===== config.mk =====
export PLATFORM = sky130hd
export DESIGN_NAME = websocket_frame_builder_unit_flat
export DESIGN_NICKNAME = d
export VERILOG_FILES = /design/src/sv/wsfb_pkg.sv /design/src/sv/wsfb_in_if.sv /design/src/sv/wsfb_out_if.sv /design/src/sv/websocket_frame_builder_unit.sv /design/src/sv/wsfb_hdr_sel.sv /design/src/flat_wrapper.sv
export SDC_FILE = /design/constraint.sdc
export NUM_CORES = 1
export LEC_CHECK = 0
export BUFFER_PORTS_ARGS = -buffer_cell sky130_fd_sc_hd__buf_4
export CAP_MARGIN = 20
export CORE_MARGIN = 3
export CORE_UTILIZATION = 50
export CTS_BUF_LIST = sky130_fd_sc_hd__clkbuf_8
export CTS_CLUSTER_DIAMETER = 80
export DETAILED_ROUTE_END_ITERATION = 12
export PLACE_DENSITY_LB_ADDON = 0.12
export REMOVE_ABC_BUFFERS = 1
export SETUP_SLACK_MARGIN = 0.02
export SYNTH_ARGS = -nofsm -noshare
export SYNTH_HDL_FRONTEND = slang
export SYNTH_SLANG_ARGS = --single-unit

===== constraint.sdc =====
create_clock -name clk -period 10.9 [get_ports clk]
set_clock_uncertainty 0.05 [all_clocks]
set_input_delay 0.545 -clock clk [delete_from_list [all_inputs] [get_ports clk]]
set_output_delay 0.545 -clock clk [all_outputs]
set_load 0.02 [all_outputs]

===== src/sv/wsfb_pkg.sv =====
`default_nettype none

package wsfb_pkg;

  // Item kinds carried in the opcode field of an input item.
  localparam logic OP_HEADER  = 1'b0;
  localparam logic OP_PAYLOAD = 1'b1;

  // Length coding of the second header byte.
  localparam logic [62:0] LEN_SHORT_MAX  = 63'd125;
  localparam logic [62:0] LEN_MEDIUM_MAX = 63'd65535;
  localparam logic [6:0]  CODE_MEDIUM    = 7'd126;
  localparam logic [6:0]  CODE_LONG      = 7'd127;

  // Extended length bytes, key bytes and base bytes in a header.
  localparam logic [3:0] EXT_NONE   = 4'd0;
  localparam logic [3:0] EXT_MEDIUM = 4'd2;
  localparam logic [3:0] EXT_LONG   = 4'd8;
  localparam logic [3:0] KEY_BYTES  = 4'd4;
  localparam logic [3:0] BASE_BYTES = 4'd2;

  // Header bytes go out at index 0 up to 13.
  localparam int HDR_IDX_W = 4;

  typedef struct packed {
    logic        opcode;
    logic        final_fragment;
    logic [3:0]  frame_kind;
    logic        masking_on;
    logic [31:0] mask_key;
    logic [62:0] payload_length;
    logic [7:0]  data_byte;
  } in_item_t;

  typedef struct packed {
    logic [7:0] out_byte;
    logic       end_of_run;
    logic       end_of_frame;
  } out_item_t;

  // Header byte at the current index and whether it closes the header.
  typedef struct packed {
    logic [7:0] hdr_byte;
    logic       last;
  } hdr_info_t;

endpackage

`default_nettype wire


===== src/sv/wsfb_in_if.sv =====
`default_nettype none

interface wsfb_in_if;
  logic                valid;
  logic                ready;
  wsfb_pkg::in_item_t  data;

  modport source (output valid, output data, input ready);
  modport sink (input valid, input data, output ready);
endinterface

`default_nettype wire


===== src/sv/wsfb_out_if.sv =====
`default_nettype none

interface wsfb_out_if;
  logic                valid;
  logic                ready;
  wsfb_pkg::out_item_t data;

  modport source (output valid, output data, input ready);
  modport sink (input valid, input data, output ready);
endinterface

`default_nettype wire


===== src/sv/websocket_frame_builder_unit.sv =====
// An item's first result byte goes from the input stage into the output register.
// Throughput: one byte per cycle unless the output stalls; a header item has 2
// to 14 bytes, and the input is stalled while its header goes out.
// The output register holds a finished byte while the next item is taken.
// Reset (synchronous, rst high) empties both stages and closes any open frame.
`default_nettype none

module websocket_frame_builder_unit (
  input  wire logic clk,
  input  wire logic rst,
  wsfb_in_if.sink   items,
  wsfb_out_if.source frame
);

  // Input stage.
  logic                                  s1_valid;
  wsfb_pkg::in_item_t                    s1_item;
  logic [wsfb_pkg::HDR_IDX_W-1:0]        hdr_idx;

  // Frame state.
  logic [62:0] bytes_remaining;
  logic [31:0] key_store;
  logic [1:0]  key_position;
  logic        apply_mask;

  // Output register.
  logic                  out_valid;
  wsfb_pkg::out_item_t   out_data;

  wsfb_pkg::hdr_info_t   hdr;
  wsfb_pkg::out_item_t   result;
  logic                  can_load;
  logic                  is_hdr;
  logic                  drop;
  logic                  emit;
  logic                  s1_done;
  logic [7:0]            key_byte;

  wsfb_hdr_sel u_hdr_sel (
    .item (s1_item),
    .idx  (hdr_idx),
    .info (hdr)
  );

  // Decide what the input stage does this cycle.
  always_comb begin
    can_load = !out_valid || frame.ready;
    is_hdr   = (s1_item.opcode == wsfb_pkg::OP_HEADER);
    drop     = !is_hdr && (bytes_remaining == 63'd0);
    emit     = s1_valid && !drop && can_load;
    s1_done  = s1_valid && (drop || (emit && (!is_hdr || hdr.last)));
    key_byte = apply_mask ? key_store[{~key_position, 3'b000} +: 8] : 8'h00;
  end

  // Form the next result byte.
  always_comb begin
    if (is_hdr) begin
      result.out_byte     = hdr.hdr_byte;
      result.end_of_run   = hdr.last;
      result.end_of_frame = hdr.last && (s1_item.payload_length == 63'd0);
    end else begin
      result.out_byte     = s1_item.data_byte ^ key_byte;
      result.end_of_run   = 1'b1;
      result.end_of_frame = (bytes_remaining == 63'd1);
    end
  end

  assign items.ready = !s1_valid || s1_done;
  assign frame.valid = out_valid;
  assign frame.data  = out_data;

  // Input stage and header byte index.
  always_ff @(posedge clk) begin
    if (rst) begin
      s1_valid <= 1'b0;
      hdr_idx  <= '0;
    end else begin
      if (items.ready) begin
        s1_valid <= items.valid;
      end
      if (s1_done) begin
        hdr_idx <= '0;
      end else if (emit && is_hdr) begin
        hdr_idx <= hdr_idx + 4'd1;
      end
    end
  end

  always_ff @(posedge clk) begin
    if (items.valid && items.ready) begin
      s1_item <= items.data;
    end
  end

  // Frame state: a header opens a frame, each emitted payload byte advances it.
  always_ff @(posedge clk) begin
    if (rst) begin
      bytes_remaining <= '0;
      key_store       <= '0;
      key_position    <= '0;
      apply_mask      <= 1'b0;
    end else if (emit) begin
      if (is_hdr) begin
        if (hdr_idx == '0) begin
          bytes_remaining <= s1_item.payload_length;
          key_store       <= s1_item.masking_on ? s1_item.mask_key : 32'd0;
          key_position    <= '0;
          apply_mask      <= s1_item.masking_on;
        end
      end else begin
        bytes_remaining <= bytes_remaining - 63'd1;
        key_position    <= key_position + 2'd1;
      end
    end
  end

  // Output register.
  always_ff @(posedge clk) begin
    if (rst) begin
      out_valid <= 1'b0;
    end else if (can_load) begin
      out_valid <= emit;
    end
  end

  always_ff @(posedge clk) begin
    if (emit) begin
      out_data <= result;
    end
  end

endmodule

`default_nettype wire


===== src/sv/wsfb_hdr_sel.sv =====
`default_nettype none

// Selects one byte of the frame header for a registered header item.
module wsfb_hdr_sel (
  input  wire wsfb_pkg::in_item_t                  item,
  input  wire logic [wsfb_pkg::HDR_IDX_W-1:0]      idx,
  output wsfb_pkg::hdr_info_t                      info
);

  logic        is_short;
  logic        is_medium;
  logic [3:0]  ext_n;
  logic [3:0]  total_n;
  logic [6:0]  len_code;
  logic [63:0] len64;
  logic [3:0]  j;
  logic [3:0]  kj;
  logic [2:0]  lsel;
  logic [1:0]  ksel;

  // Classify the payload length and count the header bytes.
  always_comb begin
    is_short  = (item.payload_length <= wsfb_pkg::LEN_SHORT_MAX);
    is_medium = (item.payload_length <= wsfb_pkg::LEN_MEDIUM_MAX);
    if (is_short) begin
      ext_n    = wsfb_pkg::EXT_NONE;
      len_code = item.payload_length[6:0];
    end else if (is_medium) begin
      ext_n    = wsfb_pkg::EXT_MEDIUM;
      len_code = wsfb_pkg::CODE_MEDIUM;
    end else begin
      ext_n    = wsfb_pkg::EXT_LONG;
      len_code = wsfb_pkg::CODE_LONG;
    end
    total_n = wsfb_pkg::BASE_BYTES + ext_n +
              (item.masking_on ? wsfb_pkg::KEY_BYTES : wsfb_pkg::EXT_NONE);
  end

  // Pick the byte: first byte, length byte, extended length, then key.
  always_comb begin
    len64 = {1'b0, item.payload_length};
    j     = idx - wsfb_pkg::BASE_BYTES;
    kj    = j - ext_n;
    lsel  = is_medium ? {2'b00, ~j[0]} : (3'd7 - j[2:0]);
    ksel  = 2'd3 - kj[1:0];
    if (idx == 4'd0) begin
      info.hdr_byte = {item.final_fragment, 3'b000, item.frame_kind};
    end else if (idx == 4'd1) begin
      info.hdr_byte = {item.masking_on, len_code};
    end else if (j < ext_n) begin
      info.hdr_byte = len64[{lsel, 3'b000} +: 8];
    end else begin
      info.hdr_byte = item.mask_key[{ksel, 3'b000} +: 8];
    end
    info.last = (idx == (total_n - 4'd1));
  end

endmodule

`default_nettype wire


===== src/flat_wrapper.sv =====
// flat-port wrapper written by rule: the top's interface ports become plain ports
module websocket_frame_builder_unit_flat 
  (clk, rst, items_valid, items_data, items_ready, frame_valid, frame_data, frame_ready);
  wsfb_in_if items_i ();
  wsfb_out_if frame_i ();
  input  wire logic clk;
  input  wire logic rst;
  input wire logic [$bits(items_i.valid)-1:0] items_valid;
  input wire logic [$bits(items_i.data)-1:0] items_data;
  output wire logic [$bits(items_i.ready)-1:0] items_ready;
  output wire logic [$bits(frame_i.valid)-1:0] frame_valid;
  output wire logic [$bits(frame_i.data)-1:0] frame_data;
  input wire logic [$bits(frame_i.ready)-1:0] frame_ready;
  assign items_i.valid = items_valid;
  assign items_i.data = items_data;
  assign items_ready = items_i.ready;
  assign frame_valid = frame_i.valid;
  assign frame_data = frame_i.data;
  assign frame_i.ready = frame_ready;
  websocket_frame_builder_unit u_core (.clk(clk), .rst(rst), .items(items_i), .frame(frame_i));
endmodule

# Word-level counts from Yosys, hierarchy flattened

Cells that the tools add are included.

Logic and storage cells: 78
Flip-flop bits (word level): 224
Input port bits: 114
Output and inout bits: 12

Bitwise gates (word level): 4
Add/subtract/negate cells: 10
Mux-type cells: 16
$lt $le $gt $ge: 3
Equal/unequal tests: 3
Shift operators: 3
Reduce and logical (&&, ||, !) cells: 22

Operators with widths:

| cell                  | count |
|---|---|
| $logic_not 63->1      | 2 |
| $mux 63               | 2 |
| $shiftx 32x6->8       | 2 |
| $shiftx 64x7->8       | 1 |
| $eq 63x1->1 const B   | 1 |
| $le 63x16->1 const B  | 1 |
| $le 63x7->1 const B   | 1 |
| $sub 63x1->63 const B | 1 |
| $mux 32               | 1 |
| $mux 8                | 4 |
| $mux 10               | 1 |
| $logic_and 1x1->1     | 8 |
| $mux 4                | 2 |
| $xor 8x8->8           | 1 |
| $mux 7                | 1 |
| $mux 3                | 2 |
| $add 2x4->4 const A   | 1 |
| $add 4x1->4 const B   | 1 |
| $add 4x3->4           | 1 |
| $eq 4x1->1 const B    | 1 |
| $eq 4x4->1            | 1 |
| $logic_not 4->1       | 1 |
| $logic_or 1x1->1      | 4 |
| $lt 4x4->1            | 1 |
| other kinds (15)      | 19 |

# Logic depth before layout (Yosys ltp)

Depth in word-level cells: 13
Depth in mapped cells: 13
Mapped depth without buffers: 11

# Cells and area by module

From an unflattened synthesis, not the netlist that was laid out.

Cells, all modules: 1144
Area, all modules: 11614.9 µm²

Modules (own cells, without submodules):

| module                       | instances | seq. area each (µm²) | cells an instance | area each (µm²) |
|---|---|---|---|---|
| websocket_frame_builder_unit | 1         | 5685.5               | 981               | 10256.1 |
| wsfb_hdr_sel                 | 1         | 0.0                  | 163               | 1358.8 |

# Least setup slack after synthesis

OpenSTA, ideal clock, no wires.

Path kind: reg-to-reg
Start point: register u_core.s1_item[65] (netlist name)
End point: register u_core.s1_item[0] (netlist name) (enable)
Setup time: 644 ps
Path buffers: 2
Required time: 10206 ps
Path slack: 1952 ps
Clock period less this slack: 8948 ps
Arrival time: 8254 ps
Cell stages (with the launch flop): 13
Cells stage by stage: edfxtp_1 > nor4_1 > nand4_1 > nor3_1 > clkbuf_1 > o21a_1 > ha_1 > clkbuf_1 > nor2b_1 > nand2_1 > nor3b_1 > a221oi_1 > a31oi_1

Longest elaborated chain between the ends: 13
Elaborated cells on any way between the ends: 14
Classes of those cells: 3 x add/sub; 2 x order compare; 1 x eq/ne; 2 x mux; 6 x reduce/logical

Ends and longest elaborated chain:

| item                   | RTL line                           | source |
|---|---|---|
| start, declared        | websocket_frame_builder_unit.sv:17 | `wsfb_pkg::in_item_t s1_item;` |
| start signal, assigned | websocket_frame_builder_unit.sv:91 | `s1_item <= items.data;` |
| $le 63x16->1           | wsfb_hdr_sel.sv:24                 | `is_medium = (item.payload_length <= wsfb_pkg::LEN_MEDIUM_MAX);` |
| $mux 4                 | wsfb_hdr_sel.sv:28                 | `end else if (is_medium) begin` |
| $mux 4 (*)             | wsfb_hdr_sel.sv:25                 | `if (is_short) begin` |
| $add 2x4->4 (*)        | wsfb_hdr_sel.sv:35                 | `total_n = wsfb_pkg::BASE_BYTES + ext_n +` |
| $add 4x3->4 (*)        | wsfb_hdr_sel.sv:35                 |  |
| $sub 4x1->4 (*)        | wsfb_hdr_sel.sv:55                 | `info.last = (idx == (total_n - 4'd1));` |
| $eq 4x4->1 (*)         | wsfb_hdr_sel.sv:55                 |  |
| $logic_or 1x1->1 (*)   | websocket_frame_builder_unit.sv:51 | `s1_done = s1_valid && (drop \|\| (emit && (!is_hdr \|\| hdr.last)));` |
| $logic_and 1x1->1 (*)  | websocket_frame_builder_unit.sv:51 |  |
| $logic_or 1x1->1 (*)   | websocket_frame_builder_unit.sv:51 |  |
| $logic_and 1x1->1 (*)  | websocket_frame_builder_unit.sv:51 |  |
| $logic_or 1x1->1 (*)   | websocket_frame_builder_unit.sv:68 | `assign items.ready = !s1_valid \|\| s1_done;` |
| $logic_and 1x1->1 (*)  | websocket_frame_builder_unit.sv:90 | `if (items.valid && items.ready) begin` |

Mark *: on every way between the ends. The rest lies on a longest branch, timed or not.
A chain may end at the register's enable or synchronous reset.

# Worst setup path after layout

Start point: register u_core.s1_item[65] (netlist name)
End point: register u_core.s1_item[81] (netlist name) (enable)

Same word-level chain as after synthesis.

==> results.sh <==
export IMPL_dr_pass1_iters=5
export IMPL_required_ns=11.01
export IMPL_hold_path_class="in -> reg"
export IMPL_finalSetupViolCount=0
export IMPL_min_path_cells=1
export IMPL_yosysSeqAreaShare=0.505
export IMPL_h_tree_depth=2
export IMPL_area_delta_synth_final_pct=16.4
export IMPL_initial_core_util=0.513
export IMPL_hold_path_endpoint="u_core.s1_item[109]"
export IMPL_cts_resized=0
export IMPL_worstPathArrival_ns=5.01
export IMPL_fin_area_um2=13100
export IMPL_final_common_cell="buf_4"
export IMPL_antenna_found_initial=0
export IMPL_ios=126
export IMPL_critPathKind="reg -> reg"
export IMPL_crit_path_end_kind="flip-flop"
export IMPL_rsz0062_at_grt="false"
export IMPL_wl_um=34600
export IMPL_drt_iter0_drc=1012
export IMPL_tightest_slew_ns=1.00
export IMPL_grt_max_degree=132
export IMPL_via_per_inst=6.43
export IMPL_r2r_cells=12
export IMPL_diodes=0
export IMPL_swShare=0.304
export IMPL_cts_setup_buffers=0
export IMPL_fmaxAchievable_mhz=204
export IMPL_relSlewSlack=0.331
export IMPL_ir_drop_mv=0.108
export IMPL_placed_cell_area_um2=12400
export IMPL_r2r_slack_ns=6.01
export IMPL_min_period_ns=4.89
export IMPL_die_area_um2=24400
export IMPL_crit_fanout=75
export IMPL_cts_buffer_depth=3
export IMPL_p_per_area_nw_per_um2=159
export IMPL_vias=9882
export IMPL_track_usage=0.279
export IMPL_cts_tree="built"
export IMPL_syn_inst=1122
export IMPL_finalPower_mw=2.09
export IMPL_cts_root_buf="clkbuf_8"
export IMPL_ant_nets=0
export IMPL_hold_start="items_data[109]"
export IMPL_timing_rr_end="u_core.s1_item[81]"
export IMPL_p_leak_nw=4.59
export IMPL_fin_nets=1350
export IMPL_floorplan_rows=54
export IMPL_final_cell_mix="buf_4, edfxtp_1, a21oi_1"
export IMPL_start_kind="flip-flop"
export IMPL_slew_violations=0
export IMPL_hold_viol=0
export IMPL_grt_pass1_vias=9227
export IMPL_synth_warnings=0
export IMPL_port_buffers=125
export IMPL_wire_per_inst_um=22.5
export IMPL_cts_made_buffers=39
export IMPL_drive_gt1_frac=0.200
export IMPL_synth_area_um2=11300
export IMPL_power_frac_clock=0.346
export IMPL_die_w_um=156
export IMPL_dp_final_hpwl_um=24100
export IMPL_comb_power_share=0.179
export IMPL_synth_edf_count=120
export IMPL_fin_util=0.597
export IMPL_clk_pin_slew_worst_paths_ns=0.06
export IMPL_grt_pass1_wl_um=53000
export IMPL_gp_congestion=0.974
export IMPL_synth_cell_types=76
export IMPL_min_period_over_period=0.449
export IMPL_max_cap_violations=0
export IMPL_synthArstFlopShare=0
export IMPL_r2r_start="u_core.s1_item[65]"
export IMPL_hold_buffers=0
export IMPL_internal_power_mw=1.45
export IMPL_chipHeight_um=156
export IMPL_drc=0
export IMPL_net_switching_power_mw=0.634
export IMPL_core_area_um2=22000
export IMPL_grt_overflow=0
export IMPL_avgSynthCellArea_um2=10.0
export IMPL_pwr_share_seq=0.475
export IMPL_ys_flop_type="edfxtp_1"
export IMPL_status="completed"
export IMPL_tns_ns=0
export IMPL_insertion_delay_ns=0.55
export IMPL_cts_sinks=224
export IMPL_ys_ff_latch=224
export IMPL_final_fill_count=1872
## routing by layer
metal,share of wire,routed length [um],track usage
met5,0,0,0
met4,0.034,1180,0.106
met2,0.46,15900,0.441
met3,0.10,3520,0.0541
met1,0.40,13900,0.385
## cell families after synthesis
logic type / synth area share
AND/OR/NAND/NOR: 0.185
AO/OA/AOI/OAI: 0.194
flip-flops: 0.505
buffers and inverters: 0.0402
multiplexers: 0.0565
XOR/XNOR: 0.00933
adder cells (fa/ha/maj): 0.0100
## worst max path at each step
| stage | startpoint | endpoint | depth (start not counted) |
|---|---|---|---|
| 6_report | u_core.s1_item[65] | u_core.s1_item[81] | 12 |
| 5_1_grt | u_core.s1_item[65] | u_core.s1_item[27] | 12 |
| 4_1_cts | u_core.s1_item[65] | u_core.s1_item[25] | 12 |
| 3_5_place_dp | u_core.s1_item[65] | u_core.s1_item[23] | 12 |
| 3_3_place_gp | u_core.s1_item[65] | u_core.s1_item[15] | 12 |
| 2_1_floorplan | u_core.s1_item[109] | u_core.s1_item[0] | 3 |
## cell usage after synthesis (11+ instances only)
library cell / n / area (um^2)
mux2i_1: 13 / 130
o21ai_1: 14 / 70.1
nand3_1: 52 / 260
nand2_1: 116 / 435
edfxtp_1: 120 / 3600
or3_1: 11 / 68.8
o32ai_2: 14 / 228
or4_1: 13 / 97.6
inv_1: 29 / 109
nor2b_1: 17 / 106
a211oi_1: 14 / 105
a21oi_1: 117 / 586
nor3_1: 46 / 230
o32ai_1: 20 / 175
dfxtp_1: 104 / 2080
nor2_1: 56 / 210
a31oi_1: 17 / 106
nand4_1: 19 / 119
mux4_2: 19 / 428
o21ai_0: 36 / 180
clkbuf_1: 62 / 233
nor4_1: 35 / 219
## state kept, by name (all words and copies together) (netlist names)
signal and flops:
u_core.frame.valid 1, u_core.s1_item 110, u_core.key_store 32, u_core.hdr_idx 4
u_core.s1_valid 1, u_core.bytes_remaining 63, u_core.apply_mask 1, u_core.key_position 2
u_core.frame.data 10
## critical path: stages, from the launching register on
cell      delay [ns]
edfxtp_1        0.43
nor4_1          0.47
nand4_1         0.27
nor3_1          0.41
o21a_1          0.18
ha_1            0.41
nor2b_1         0.24
nand2_1         0.11
nor3b_1         0.21
a221oi_1        0.17
a31oi_4         0.23
buf_4           0.41
buf_4           0.82
## layout make-up
| cell class | count | area, um^2 | area share |
|---|---|---|---|
| Multi-Input combinational cell | 788 | 5150 | 0.393 |
| Sequential cell | 224 | 5690 | 0.433 |
| Timing Repair Buffer | 144 | 1100 | 0.0837 |
| Inverter | 30 | 113 | 0.00858 |
| Clock inverter | 29 | 153 | 0.0116 |
| Tap cell | 280 | 350 | 0.0267 |
| Clock buffer | 41 | 564 | 0.0430 |
## stage by stage
stage | hold WS (ns) | setup WS [ns] | instances
global route | 0.104 | 5.71 | 1536
global placement | 0.386 | 6.21 | 1464
floorplan | 0.373 | 1.24 | 1042
finish | 0.122 | 6.01 | 1536
CTS | 0.0978 | 6.10 | 1534
detailed placement | 0.391 | 6.11 | 1464
## power by group through the flow
stage	logic, mW	registers (mW)	clock network (mW)
after floorplan	0.216	1.01	0
after global placement	0.364	1.01	0
after detailed placement	0.364	1.01	0
after CTS	0.366	0.990	0.735
after global routing	0.403	0.997	0.780
final	0.373	0.992	0.722
No activity file was read; power rests on OpenSTA's default activity.
